## src/rtl/core/gsd_pkg.sv

```systemverilog
// Shared constants, types and the 6-and-2 reverse table for the GCR sector decoder.
// Used by every rtl/core module but gsd_ram; depends on nothing.
package gsd_pkg;

	localparam int AUX_LEN      = 86;
	localparam int SECTOR_BYTES = 256;
	localparam int DATA_END     = AUX_LEN + SECTOR_BYTES;
	localparam int IDLE_POS     = DATA_END + 1;

	localparam int POS_W    = 9;
	localparam int AUX_AW   = 7;
	localparam int VAL_W    = 6;
	localparam int SEC_W    = 2;
	localparam int BYTE_W   = 8;

	localparam int FIFO_DEPTH = 4;
	localparam int FIFO_AW    = 2;
	localparam int FIFO_CW    = 3;

	// section of the data field: which aux pair feeds the low two bits
	localparam logic [SEC_W-1:0] SEC_LOW  = 2'd0;
	localparam logic [SEC_W-1:0] SEC_MID  = 2'd1;
	localparam logic [SEC_W-1:0] SEC_HIGH = 2'd2;

	localparam logic [VAL_W-1:0] GCR_REV [128] = '{
		6'h00,6'h00,6'h00,6'h00,6'h00,6'h00,6'h00,6'h00,
		6'h00,6'h00,6'h00,6'h00,6'h00,6'h00,6'h00,6'h00,
		6'h00,6'h00,6'h00,6'h00,6'h00,6'h00,6'h00,6'h01,
		6'h00,6'h00,6'h02,6'h03,6'h00,6'h04,6'h05,6'h06,
		6'h00,6'h00,6'h00,6'h00,6'h00,6'h00,6'h07,6'h08,
		6'h00,6'h00,6'h00,6'h09,6'h0a,6'h0b,6'h0c,6'h0d,
		6'h00,6'h00,6'h0e,6'h0f,6'h10,6'h11,6'h12,6'h13,
		6'h00,6'h14,6'h15,6'h16,6'h17,6'h18,6'h19,6'h1a,
		6'h00,6'h00,6'h00,6'h00,6'h00,6'h00,6'h00,6'h00,
		6'h00,6'h00,6'h00,6'h1b,6'h00,6'h1c,6'h1d,6'h1e,
		6'h00,6'h00,6'h00,6'h1f,6'h00,6'h00,6'h20,6'h21,
		6'h00,6'h22,6'h23,6'h24,6'h25,6'h26,6'h27,6'h28,
		6'h00,6'h00,6'h00,6'h00,6'h00,6'h29,6'h2a,6'h2b,
		6'h00,6'h2c,6'h2d,6'h2e,6'h2f,6'h30,6'h31,6'h32,
		6'h00,6'h00,6'h33,6'h34,6'h35,6'h36,6'h37,6'h38,
		6'h00,6'h39,6'h3a,6'h3b,6'h3c,6'h3d,6'h3e,6'h3f
	};

	// front to back: one decoded data nibble awaiting its aux pair
	typedef struct packed {
		logic [VAL_W-1:0]  value;
		logic [SEC_W-1:0]  section;
		logic [BYTE_W-1:0] byte_index;
		logic              last;
	} front_item_t;

	typedef struct packed {
		logic [BYTE_W-1:0] data_byte;
		logic [BYTE_W-1:0] byte_index;
		logic              last_byte;
	} result_t;

endpackage

```

## src/rtl/core/gsd_ram.sv

```systemverilog
// Generic single-write, single-read RAM with registered read data.
// No dependencies.
module gsd_ram #(
	parameter int WIDTH = 8,
	parameter int DEPTH = 16
) (
	input  logic                     clk,
	input  logic                     we,
	input  logic [$clog2(DEPTH)-1:0] waddr,
	input  logic [WIDTH-1:0]         wdata,
	input  logic                     re,
	input  logic [$clog2(DEPTH)-1:0] raddr,
	output logic [WIDTH-1:0]         rdata
);

	logic [WIDTH-1:0] mem_q [DEPTH];

	always_ff @(posedge clk) begin
		if (we) begin
			mem_q[waddr] <= wdata;
		end
		if (re) begin
			rdata <= mem_q[raddr];
		end
	end

endmodule

```

## src/rtl/core/gsd_front.sv

```systemverilog
// Front end: table lookup, chain XOR, field position tracking, aux writes and reads.
// Depends on gsd_pkg; drives the aux RAM ports and the stage-1 item for gsd_back.
module gsd_front (
	input  logic                       clk,
	input  logic                       arst_n,
	input  logic                       accept,
	input  logic [7:0]                 disk_nibble,
	input  logic                       begin_field,
	output logic                       aux_we,
	output logic [gsd_pkg::AUX_AW-1:0] aux_waddr,
	output logic [gsd_pkg::VAL_W-1:0]  aux_wdata,
	output logic                       aux_re,
	output logic [gsd_pkg::AUX_AW-1:0] aux_raddr,
	output logic                       item_valid_s1,
	output gsd_pkg::front_item_t       item_s1
);

	logic [gsd_pkg::POS_W-1:0]  pos_q, pos_e;
	logic [gsd_pkg::VAL_W-1:0]  chain_q, chain_e, value;
	logic [gsd_pkg::AUX_AW-1:0] idx_q, idx_e;
	logic [gsd_pkg::SEC_W-1:0]  sec_q, sec_e;
	logic                       live, is_aux, is_data, take;

	// begin_field restarts the field before this nibble is decoded
	assign pos_e   = begin_field ? '0 : pos_q;
	assign chain_e = begin_field ? '0 : chain_q;
	assign idx_e   = begin_field ? '0 : idx_q;
	assign sec_e   = begin_field ? gsd_pkg::SEC_LOW : sec_q;

	assign live    = pos_e < gsd_pkg::POS_W'(gsd_pkg::IDLE_POS);
	assign is_aux  = pos_e < gsd_pkg::POS_W'(gsd_pkg::AUX_LEN);
	assign is_data = !is_aux && (pos_e < gsd_pkg::POS_W'(gsd_pkg::DATA_END));
	assign take    = accept && live;
	assign value   = gsd_pkg::GCR_REV[disk_nibble[6:0]] ^ chain_e;

	assign aux_we    = take && is_aux;
	assign aux_waddr = pos_e[gsd_pkg::AUX_AW-1:0];
	assign aux_wdata = value;
	assign aux_re    = take && is_data;
	assign aux_raddr = idx_e;

	always_ff @(posedge clk or negedge arst_n) begin
		if (!arst_n) begin
			pos_q         <= '0;
			chain_q       <= '0;
			idx_q         <= '0;
			sec_q         <= gsd_pkg::SEC_LOW;
			item_valid_s1 <= 1'b0;
		end else begin
			item_valid_s1 <= take && is_data;
			if (take) begin
				pos_q   <= pos_e + 1'b1;
				chain_q <= value;
				if (is_data) begin
					if (idx_e == gsd_pkg::AUX_AW'(gsd_pkg::AUX_LEN - 1)) begin
						idx_q <= '0;
						sec_q <= sec_e + 1'b1;
					end else begin
						idx_q <= idx_e + 1'b1;
						sec_q <= sec_e;
					end
				end else begin
					idx_q <= idx_e;
					sec_q <= sec_e;
				end
			end
		end
	end

	always_ff @(posedge clk) begin
		if (take && is_data) begin
			item_s1.value      <= value;
			item_s1.section    <= sec_e;
			item_s1.byte_index <= gsd_pkg::BYTE_W'(pos_e - gsd_pkg::POS_W'(gsd_pkg::AUX_LEN));
			item_s1.last       <= pos_e == gsd_pkg::POS_W'(gsd_pkg::DATA_END - 1);
		end
	end

endmodule

```

## src/rtl/core/gsd_back.sv

```systemverilog
// Back end: merges the aux pair into each data byte and queues results for the consumer.
// Depends on gsd_pkg; fed by gsd_front and the aux RAM read port.
module gsd_back (
	input  logic                          clk,
	input  logic                          arst_n,
	input  logic                          item_valid_s1,
	input  gsd_pkg::front_item_t          item_s1,
	input  logic [gsd_pkg::VAL_W-1:0]     aux_rdata,
	input  logic                          pop,
	output logic                          empty,
	output logic                          room,
	output logic [gsd_pkg::FIFO_CW-1:0]   level,
	output gsd_pkg::result_t              head
);

	gsd_pkg::result_t               entry_q [gsd_pkg::FIFO_DEPTH];
	gsd_pkg::result_t               res;
	logic [gsd_pkg::FIFO_AW-1:0]    wr_q, rd_q;
	logic [gsd_pkg::FIFO_CW-1:0]    count_q;
	logic [1:0]                     pair;
	logic                           do_pop;

	// pair bits come out swapped
	always_comb begin
		case (item_s1.section)
			gsd_pkg::SEC_LOW: pair = {aux_rdata[0], aux_rdata[1]};
			gsd_pkg::SEC_MID: pair = {aux_rdata[2], aux_rdata[3]};
			default:          pair = {aux_rdata[4], aux_rdata[5]};
		endcase
	end

	assign res.data_byte  = {item_s1.value, pair};
	assign res.byte_index = item_s1.byte_index;
	assign res.last_byte  = item_s1.last;

	assign do_pop = pop && !empty;
	assign empty  = count_q == '0;
	assign level  = count_q;
	assign head   = entry_q[rd_q];
	// leave a slot for the item already in stage 1
	assign room   = (count_q + gsd_pkg::FIFO_CW'(item_valid_s1))
		< gsd_pkg::FIFO_CW'(gsd_pkg::FIFO_DEPTH);

	always_ff @(posedge clk or negedge arst_n) begin
		if (!arst_n) begin
			wr_q    <= '0;
			rd_q    <= '0;
			count_q <= '0;
		end else begin
			if (item_valid_s1) begin
				wr_q <= wr_q + 1'b1;
			end
			if (do_pop) begin
				rd_q <= rd_q + 1'b1;
			end
			count_q <= count_q + gsd_pkg::FIFO_CW'(item_valid_s1)
				- gsd_pkg::FIFO_CW'(do_pop);
		end
	end

	always_ff @(posedge clk) begin
		if (item_valid_s1) begin
			entry_q[wr_q] <= res;
		end
	end

endmodule

```

## src/rtl/core/gcr_six_two_sector_decoder_unit.sv

```systemverilog
// GCR 6-and-2 data-field decoder: one disk byte per cycle in, one sector byte per data nibble out.
// A data nibble and its aux RAM read are registered in stage 1, then written to the result queue.
// Throughput: one nibble per cycle while results are popped at the same rate; the
// four-entry result queue lets input run on through short output stalls.
// Reset (arst_n low): position and chain cleared, result queue emptied; aux RAM not cleared.
// Depends on gsd_pkg, gsd_front, gsd_ram, gsd_back.
module gcr_six_two_sector_decoder_unit (
	input  logic       clk,
	input  logic       arst_n,
	input  logic       push,
	output logic       full,
	input  logic [7:0] disk_nibble,
	input  logic       begin_field,
	output logic       empty,
	input  logic       pop,
	output logic [7:0] data_byte,
	output logic [7:0] byte_index,
	output logic       last_byte
);

	logic                        accept, room;
	logic                        aux_we, aux_re;
	logic [gsd_pkg::AUX_AW-1:0]  aux_waddr, aux_raddr;
	logic [gsd_pkg::VAL_W-1:0]   aux_wdata, aux_rdata;
	logic                        item_valid_s1;
	gsd_pkg::front_item_t        item_s1;
	gsd_pkg::result_t            head;
	logic [gsd_pkg::FIFO_CW-1:0] level;

	assign full   = !room;
	assign accept = push && !full;

	gsd_front u_front (
		.clk           (clk),
		.arst_n        (arst_n),
		.accept        (accept),
		.disk_nibble   (disk_nibble),
		.begin_field   (begin_field),
		.aux_we        (aux_we),
		.aux_waddr     (aux_waddr),
		.aux_wdata     (aux_wdata),
		.aux_re        (aux_re),
		.aux_raddr     (aux_raddr),
		.item_valid_s1 (item_valid_s1),
		.item_s1       (item_s1)
	);

	gsd_ram #(
		.WIDTH (gsd_pkg::VAL_W),
		.DEPTH (gsd_pkg::AUX_LEN)
	) u_aux_ram (
		.clk   (clk),
		.we    (aux_we),
		.waddr (aux_waddr),
		.wdata (aux_wdata),
		.re    (aux_re),
		.raddr (aux_raddr),
		.rdata (aux_rdata)
	);

	gsd_back u_back (
		.clk           (clk),
		.arst_n        (arst_n),
		.item_valid_s1 (item_valid_s1),
		.item_s1       (item_s1),
		.aux_rdata     (aux_rdata),
		.pop           (pop),
		.empty         (empty),
		.room          (room),
		.level         (level),
		.head          (head)
	);

	assign data_byte  = head.data_byte;
	assign byte_index = head.byte_index;
	assign last_byte  = head.last_byte;

	// queue never overfills
	a_level_bound: assert property (@(posedge clk) disable iff (!arst_n)
		level <= gsd_pkg::FIFO_CW'(gsd_pkg::FIFO_DEPTH))
		else $error("result queue overfilled");

	// a stage-1 item only follows a transfer in
	a_s1_from_accept: assert property (@(posedge clk) disable iff (!arst_n)
		item_valid_s1 |-> $past(accept))
		else $error("stage-1 item without input transfer");

	// queue grows only through stage 1
	a_level_source: assert property (@(posedge clk) disable iff (!arst_n)
		!$past(item_valid_s1) |-> level <= $past(level))
		else $error("queue level rose without a stage-1 item");

endmodule

```

## config.mk

```make
export PLATFORM = sky130hd
export DESIGN_NAME = gcr_six_two_sector_decoder_unit
export DESIGN_NICKNAME = d
export VERILOG_FILES = /design/src/rtl/core/gsd_pkg.sv /design/src/rtl/core/gsd_ram.sv /design/src/rtl/core/gsd_front.sv /design/src/rtl/core/gsd_back.sv /design/src/rtl/core/gcr_six_two_sector_decoder_unit.sv
export SDC_FILE = /design/constraint.sdc
export NUM_CORES = 1
export LEC_CHECK = 0
export ABC_AREA = 1
export BUFFER_PORTS_ARGS = -buffer_cell sky130_fd_sc_hd__buf_2
export CORE_MARGIN = 2
export CORE_UTILIZATION = 25
export CTS_CLUSTER_DIAMETER = 100
export CTS_CLUSTER_SIZE = 40
export DETAILED_ROUTE_END_ITERATION = 10
export GPL_TIMING_DRIVEN = 0
export PLACE_DENSITY = 0.45
export SKIP_LAST_GASP = 1
export SYNTH_ARGS = -nofsm -noshare
export SYNTH_HDL_FRONTEND = slang
export SYNTH_SLANG_ARGS = --single-unit
```

## constraint.sdc

```tcl
create_clock -name clk -period 3.25 [get_ports clk]
set_clock_uncertainty 0.05 [all_clocks]
set_input_delay 0.325 -clock clk [delete_from_list [all_inputs] [get_ports clk]]
set_output_delay 0.325 -clock clk [all_outputs]
set_load 0.005 [all_outputs]
```

==> results.ini, run 1 <==
[worst_setup_path]
crit_arrival_ns = 3.38
timing.rr.start = u_front.pos_q[1]$_DFFE_PN0N_
rr_endpoint = u_aux_ram.mem_q[31][5]$_DFFE_PP_
cp-startpoint = u_front.pos_q[1]$_DFFE_PN0N_
cp.required_ns = 3.47
startpoint_type = flip-flop
ff2ff_path_depth = 10
reg2reg_slack_ns = 0.1
endpoint_kind = flip-flop
path_max_fanout = 10
critPathKind = reg2reg

[sta]
fin_crit_ns = 3.153
slew_violations = 0
relSlewSlack = 0.3847
finalSetupViolations = 0
finalHoldViolCount = 0
tightest_slew_ns = 0.9229
fin_crit_sh = 0.9702
rsz0062_at_grt = yes
setup_tns_ns = 0
fmax_mhz = 317.1

[detailed_routing]
drt_iter0_markers = 1513
dr.pass1.iters = 5
avgRoutedWirePerCell_um = 19.05
ant_nets = 0
viasPerCell = 4.420
num_vias = 19088
drc_errors = 0
totalWireLength_um = 82280

[final_layout]
final_nets = 2830
post-route-util = 0.2828
area_delta_synth_final_pct = 12.26
layout-drive-gt1-share = 0.08230
regArea_mm2 = 0.01903
multiInputGateArea_mm2 = 0.007353
final.fill_count = 11809
fin_area_mm2 = 0.03182
insertedDiodeCount = 0

[cts]
h-tree-depth = 1
clock_sinks = 639
root_buffer = clkbuf_16
numCtsBuffers = 28
cts_tree = built
clk_latency_ns = 0.66
post_cts_buffers = 0
clock_path_buffers = 3
clkSlewWorstSetupHoldPaths_ns = 0.13

[placement]
post-dp-hpwl_um = 56640
gp_congestion = 0.8461
place_area_mm2 = 0.03055
portBuffers = 29

[logic_synthesis]
postSynthCellCount = 2733
synth_cell_type_count = 38
seq_area_frac_synth = 0.6713
syn_area_mm2 = 0.02834
ys_ff_latch = 639
avgSynthCellArea_um2 = 10.37
yosysWarnings = 0
syn_nets = 2766

[pwr]
totalPowerFinal_mw = 18.13
peakVddDrop_mv = 0.3889
p_per_area_mw_per_mm2 = 569.7
total_leakage_power_nw = 12.29

[global_route]
grt_pass1_vias = 18659
grt_overflow = 0
grt_pass1_wl_um = 122300
grt_start_max_net_pins = 64
grt_antenna_before_repair = 3
grt_usage = 0.1391

[worst_hold_path]
hold_path_class = in2reg
hold_end = u_back.rd_q[0]$_DFFE_PN0P_
whs_path_depth = 4
min-delay-start = pop

[floorplan]
initial_core_util = 0.2519
dieArea_mm2 = 0.1161
die_h_um = 340.7
die_w_um = 340.7
ios = 32
core-area_mm2 = 0.1125
num_rows = 123

[job]
maxCapViolations = 0

[status]
outcome = finished clean

-- sequential cells by signal (all words and copies together), names as in the netlist --
| signal | count |
|---|---|
| u_front.idx_q | 7 |
| u_front.item_s1 | 17 |
| u_front.pos_q | 9 |
| u_back.level | 3 |
| u_front.item_valid_s1 | 1 |
| u_back.wr_q | 2 |
| u_back.rd_q | 2 |
| u_aux_ram.rdata | 6 |
| u_aux_ram.mem_q | 516 |
| u_front.chain_q | 6 |
| u_back.entry_q | 68 |
| u_front.sec_q | 2 |
-- placed cells by master, fill, tap and decap left out, types with 7 or more instances in the layout --
cell and instances:
nand2_1 629, edfxtp_1 607, nand3_1 397, inv_1 366
nor2_1 239, o21ai_0 120, buf_2 98, clkbuf_1 45
a21oi_1 36, dfrtp_1 32, clkbuf_16 30, o211ai_1 28
nor2_2 21, o22ai_1 20, ha_1 20, xor2_1 14
inv_2 8, nor2_4 8, nand2_2 7, buf_4 7
nor3_1 7, nand3_2 7, inv_12 7
-- kinds of logic (layout without fill, tap and decap cells) --
family / after synthesis / after routing / synth area share
adder cells (fa/ha/maj): 20 / 20 / 0.008829
flip-flops: 639 / 639 / 0.6713
AND/OR/NAND/NOR: 1334 / 1334 / 0.2002
AO/OA/AOI/OAI: 214 / 214 / 0.04163
buffers and inverters: 510 / 596 / 0.07301
XOR/XNOR: 16 / 16 / 0.004944
-- through the flow --
step / setup slack [ns] / instances / hold slack [ns]
4_1_cts: 0.002653 / 4319 / 0.06068
6_report: 0.09685 / 4319 / 0.07269
3_3_place_gp: -3.273 / 4262 / 0.4182
5_1_grt: -0.1533 / 4319 / 0.1149
3_5_place_dp: -1.708 / 4268 / 0.4198
2_1_floorplan: 0.02137 / 2733 / -0.02059
-- cell usage after synthesis --
library cell  instances  area (um^2)
o21ai_0             120        600.6
and3b_1               1        8.760
buf_4                 6        45.04
and2_1                7        43.79
or2_0                 1        6.260
o211ai_1             28        210.2
a31oi_1               2        12.51
a31o_2                1        8.760
buf_1                 5        18.77
and3_1                1        6.260
inv_2                 8        30.03
xor2_1               14        122.6
buf_2                70        350.3
nor2_8                1        20.02
nand3_1             398         1992
inv_1               366         1374
clkbuf_1             47        176.4
nand2_2               7        43.79
a21oi_1              36        180.2
nor2_4                3        33.78
a21oi_2               1        8.760
nor2_1              261        979.7
dfrtp_1              32        800.8
nor3_1                7        35.03
o21ai_1               5        25.02
o22ai_1              20        125.1
nand2_4               1        11.26
edfxtp_1            607        18230
nand2_1             629         2361
ha_1                 20        250.2
buf_6                 6        67.56
xnor2_1               2        17.52
nand3_2               7        70.07
nor2_2                4        25.02
clkinv_1              2        7.510
o21ai_2               1        8.760
nand4_1               5        31.28
nand3b_1              1        7.510
-- area by class of cell --
cell class	instances	area share
buffer	132	0.02053
clock inverter	22	0.01333
timing repair buffer	36	0.01007
tap	1500	0.05899
inverter	376	0.04436
clock buffer	30	0.02359
multi-input combinational	1584	0.2311
sequential	639	0.5980
-- timing repair --
| action | CTS | global route |
|---|---|---|
| setup endpoints to repair | 539 | 146 |
| hold buffers | 1 | 0 |
| hold endpoints to repair | 32 | 0 |
| gates resized for setup | 14 | 15 |
-- worst max-delay path by stage --
stage | to | slack (ns) | depth (start not counted)
6_report | u_aux_ram.mem_q[31][5]$_DFFE_PP_ | 0.1 | 10
5_1_grt | u_aux_ram.mem_q[25][2]$_DFFE_PP_ | -0.15 | 11
4_1_cts | u_aux_ram.mem_q[9][4]$_DFFE_PP_ | 0.003 | 11
3_5_place_dp | u_aux_ram.mem_q[69][5]$_DFFE_PP_ | -1.71 | 16
3_3_place_gp | u_aux_ram.mem_q[1][1]$_DFFE_PP_ | -3.27 | 8
2_1_floorplan | u_aux_ram.rdata[0]$_DFFE_PP_ | 0.02 | 13
-- report_power, final --
| part | leakage, nW | switching [mW] | internal (mW) |
|---|---|---|---|
| registers | 5.90 | 0.0747 | 9.65 |
| clock network | 0.554 | 3.14 | 1.97 |
| logic | 5.84 | 2.46 | 0.830 |
-- worst max-delay path, stage by stage (launching register included) --
cell,delay [ns]
dfrtp_1,0.42
nand2_1,0.17
inv_1,0.10
ha_1,0.24
inv_1,0.14
nor2_1,0.11
o21ai_2,0.20
nand2_4,0.15
nor2_8,0.18
nand2_2,0.39
nor2_1,0.60
-- layer usage --
layer,track usage,routed length (um),up-vias
met3,0.01097,3237,86
met2,0.2326,38510,435
li1,-,-,9199
met1,0.1973,38780,9366
met4,0.02891,1740,2
met5,0,13,-
No activity file was read; power rests on OpenSTA's default activity.
==> inputs of run 2 (changes only) <==
- CORE_UTILIZATION: 25 -> 52
- PLACE_DENSITY: 0.45 -> 0.68
- RECOVER_POWER: not set -> 25
==> run 2 against run 1 <==
The flow now finishes with violations (capacitance limit, slew limit). Combinational power is 3% lower. Final cell count decreased by 19%. Utilization is 28 points higher. Routed wire length shrank 9.3%. Critical path depth unchanged. Total power is 6.1% lower. Sequential share of layout area is 2.8 points higher. Critical path type unchanged. Critical endpoint unchanged. Largest cell class unchanged.
==> results.ini, run 2 (same netlist as run 1, synthesis figures left out) <==
[final_layout]
layout-drive-gt1-share = 0.07328
final_common_cell = nand2_1
final_nets = 2828
final_cell_mix = nand2_1, edfxtp_1, nand3_1
final.fill_count = 4568
insertedDiodeCount = 0
post-route-util = 0.5647
area_delta_synth_final_pct = 7.209
largest_register = u_aux_ram.mem_q
largest_registers = u_aux_ram.mem_q (516), u_back.entry_q (68), u_front.item_s1 (17)
largest_register_ffs = 516

[sta]
finalHoldViolCount = 0
tightest_slew_ns = 1.970
fmax_mhz = 319.4
timing.final.ws_setup_ns = 0.1190
slew_violations = 33
setup_tns_ns = 0
rsz0062_at_grt = yes
finalSetupViolations = 0
fin_crit_ns = 3.131
fin_crit_sh = 0.9634
relSlewSlack = -0.3131

[pwr]
totalPowerFinal_mw = 17.02
peakVddDrop_mv = 0.3908
total_leakage_power_nw = 12.12
p_per_area_mw_per_mm2 = 560.0

[worst_setup_path]
cp-startpoint = u_front.pos_q[1]$_DFFE_PN0N_
cp.required_ns = 3.44
critPathBufInv = 2
timing.rr.start = u_front.pos_q[1]$_DFFE_PN0N_
startpoint_type = flip-flop
endpoint_kind = flip-flop
crit_arrival_ns = 3.33
crit_family = simple AND/OR/NAND/NOR gates
crit_path_top_delay_cell = nor2_1
cp_cell_sequence = nand2_1 -> inv_1 -> ha_1 -> inv_1 -> nor2_1 -> o21ai_2 -> nand2_4 -> nor2_8 -> nand2_2 -> nor2_1
path_max_fanout = 10
slowest_delay_ns = 0.55
critPathKind = reg2reg

[global_route]
grt_start_max_net_pins = 70
grt_overflow = 0
grt_pass1_wl_um = 111700
grt_usage = 0.2641
grt_pass1_vias = 19004
grt_antenna_before_repair = 1

[detailed_routing]
dr.pass1.iters = 6
ant_nets = 0
drt_iter0_markers = 2150
drc_errors = 0
avgRoutedWirePerCell_um = 21.27
num_vias = 19754
viasPerCell = 5.633
totalWireLength_um = 74600

[cts]
numCtsBuffers = 23
clk_latency_ns = 0.60
cts_tree = built
h-tree-depth = 1
clock_sinks = 639
root_buffer = clkbuf_16
clock_path_buffers = 3
clkSlewWorstSetupHoldPaths_ns = 0.13

[floorplan]
ios = 32
die_h_um = 237.5
core-area_mm2 = 0.05381
num_rows = 85
initial_core_util = 0.5267
dieArea_mm2 = 0.05639
die_w_um = 237.5

[worst_hold_path]
min-delay-start = pop
hold_path_class = in2reg

[status]
outcome = complete, but fails checks
violations = capacitance limit, slew limit

[job]
maxCapViolations = 1

[placement]
portBuffers = 29
post-dp-hpwl_um = 50070
place_ws_ns = -1.515
gp_congestion = 0.9561

-- run 2: changes by cell type in the layout (fill, tap and decap cells not counted), sizes merged --
| cell | change |
|---|---|
| clkinv | -4 |
| inv | -4 |
| buf | -2 |
| clkbuf | +1 |
| nor2 | +1 |
-- run 2: routing by layer --
| metal | GRT usage | share of wire |
|---|---|---|
| met5 | 0 | 0.00017 |
| met4 | 0.08977 | 0.035 |
| met3 | 0.04970 | 0.094 |
| met2 | 0.4379 | 0.47 |
| met1 | 0.3525 | 0.40 |
-- run 2: final cells by class --
type / count / area, um^2 / share of cell area
multi-input cells: 1585 / 7315 / 0.2407
plain buffers: 132 / 653.1 / 0.02149
inverters: 376 / 1411 / 0.04645
repair buffers: 38 / 324.1 / 0.01066
clock buffers: 27 / 590.6 / 0.01944
clock inverters: 14 / 193.9 / 0.006382
well taps: 696 / 870.8 / 0.02866
flip-flops and latches: 639 / 19030 / 0.6262
-- run 2: metrics by stage --
step	cells	hold WS, ns	instance area (um^2)
after global routing	3507	0.07072	30390
after global placement	3458	0.3991	29360
after floorplan	2733	-0.02059	28350
after CTS	3505	0.05641	30340
after detailed placement	3464	0.4063	29530
final	3507	0.07594	30390
-- run 2: worst register-to-register path: cells and delay by family (launching register included) --
kind / cells / cell delay (ns)
simple gates: 6 / 1.60
fa+ha+maj: 1 / 0.24
flops: 1 / 0.42
compound gates: 1 / 0.19
buf+inv: 2 / 0.27
-- run 2: power by group --
group          total (mW)  switching (mW)  leakage [nW]  internal (mW)
Combinational        3.19            2.37          5.84          0.822
Clock                4.10            2.64         0.381           1.46
Sequential           9.73          0.0774          5.90           9.65
Total                17.0            5.08          12.1           11.9
-- run 2: repair_timing --
action | 4_1_cts | 5_1_grt
hold endpoints to repair | 32 | 0
setup buffers | 0 | 2
pin swaps | 0 | 2
resized for setup | 3 | 14
hold buffers | 1 | 0
endpoints found under the setup margin | 510 | 209
gates cloned | 0 | 1
-- run 2: final timing paths --
path,cells after the start,to,slack [ns]
worst max-delay path,10,u_aux_ram.mem_q[31][5]$_DFFE_PP_,0.12
worst min-delay path,4,u_back.rd_q[0]$_DFFE_PN0P_,0.08
worst max register to register,10,u_aux_ram.mem_q[31][5]$_DFFE_PP_,0.12
worst min register to register,2,u_front.chain_q[2]$_DFFE_PN0N_,0.45
max in group asynchronous,2,u_front.sec_q[1]$_DFFE_PN0N_,1.29
min in group asynchronous,2,u_front.idx_q[6]$_DFFE_PN0N_,0.74
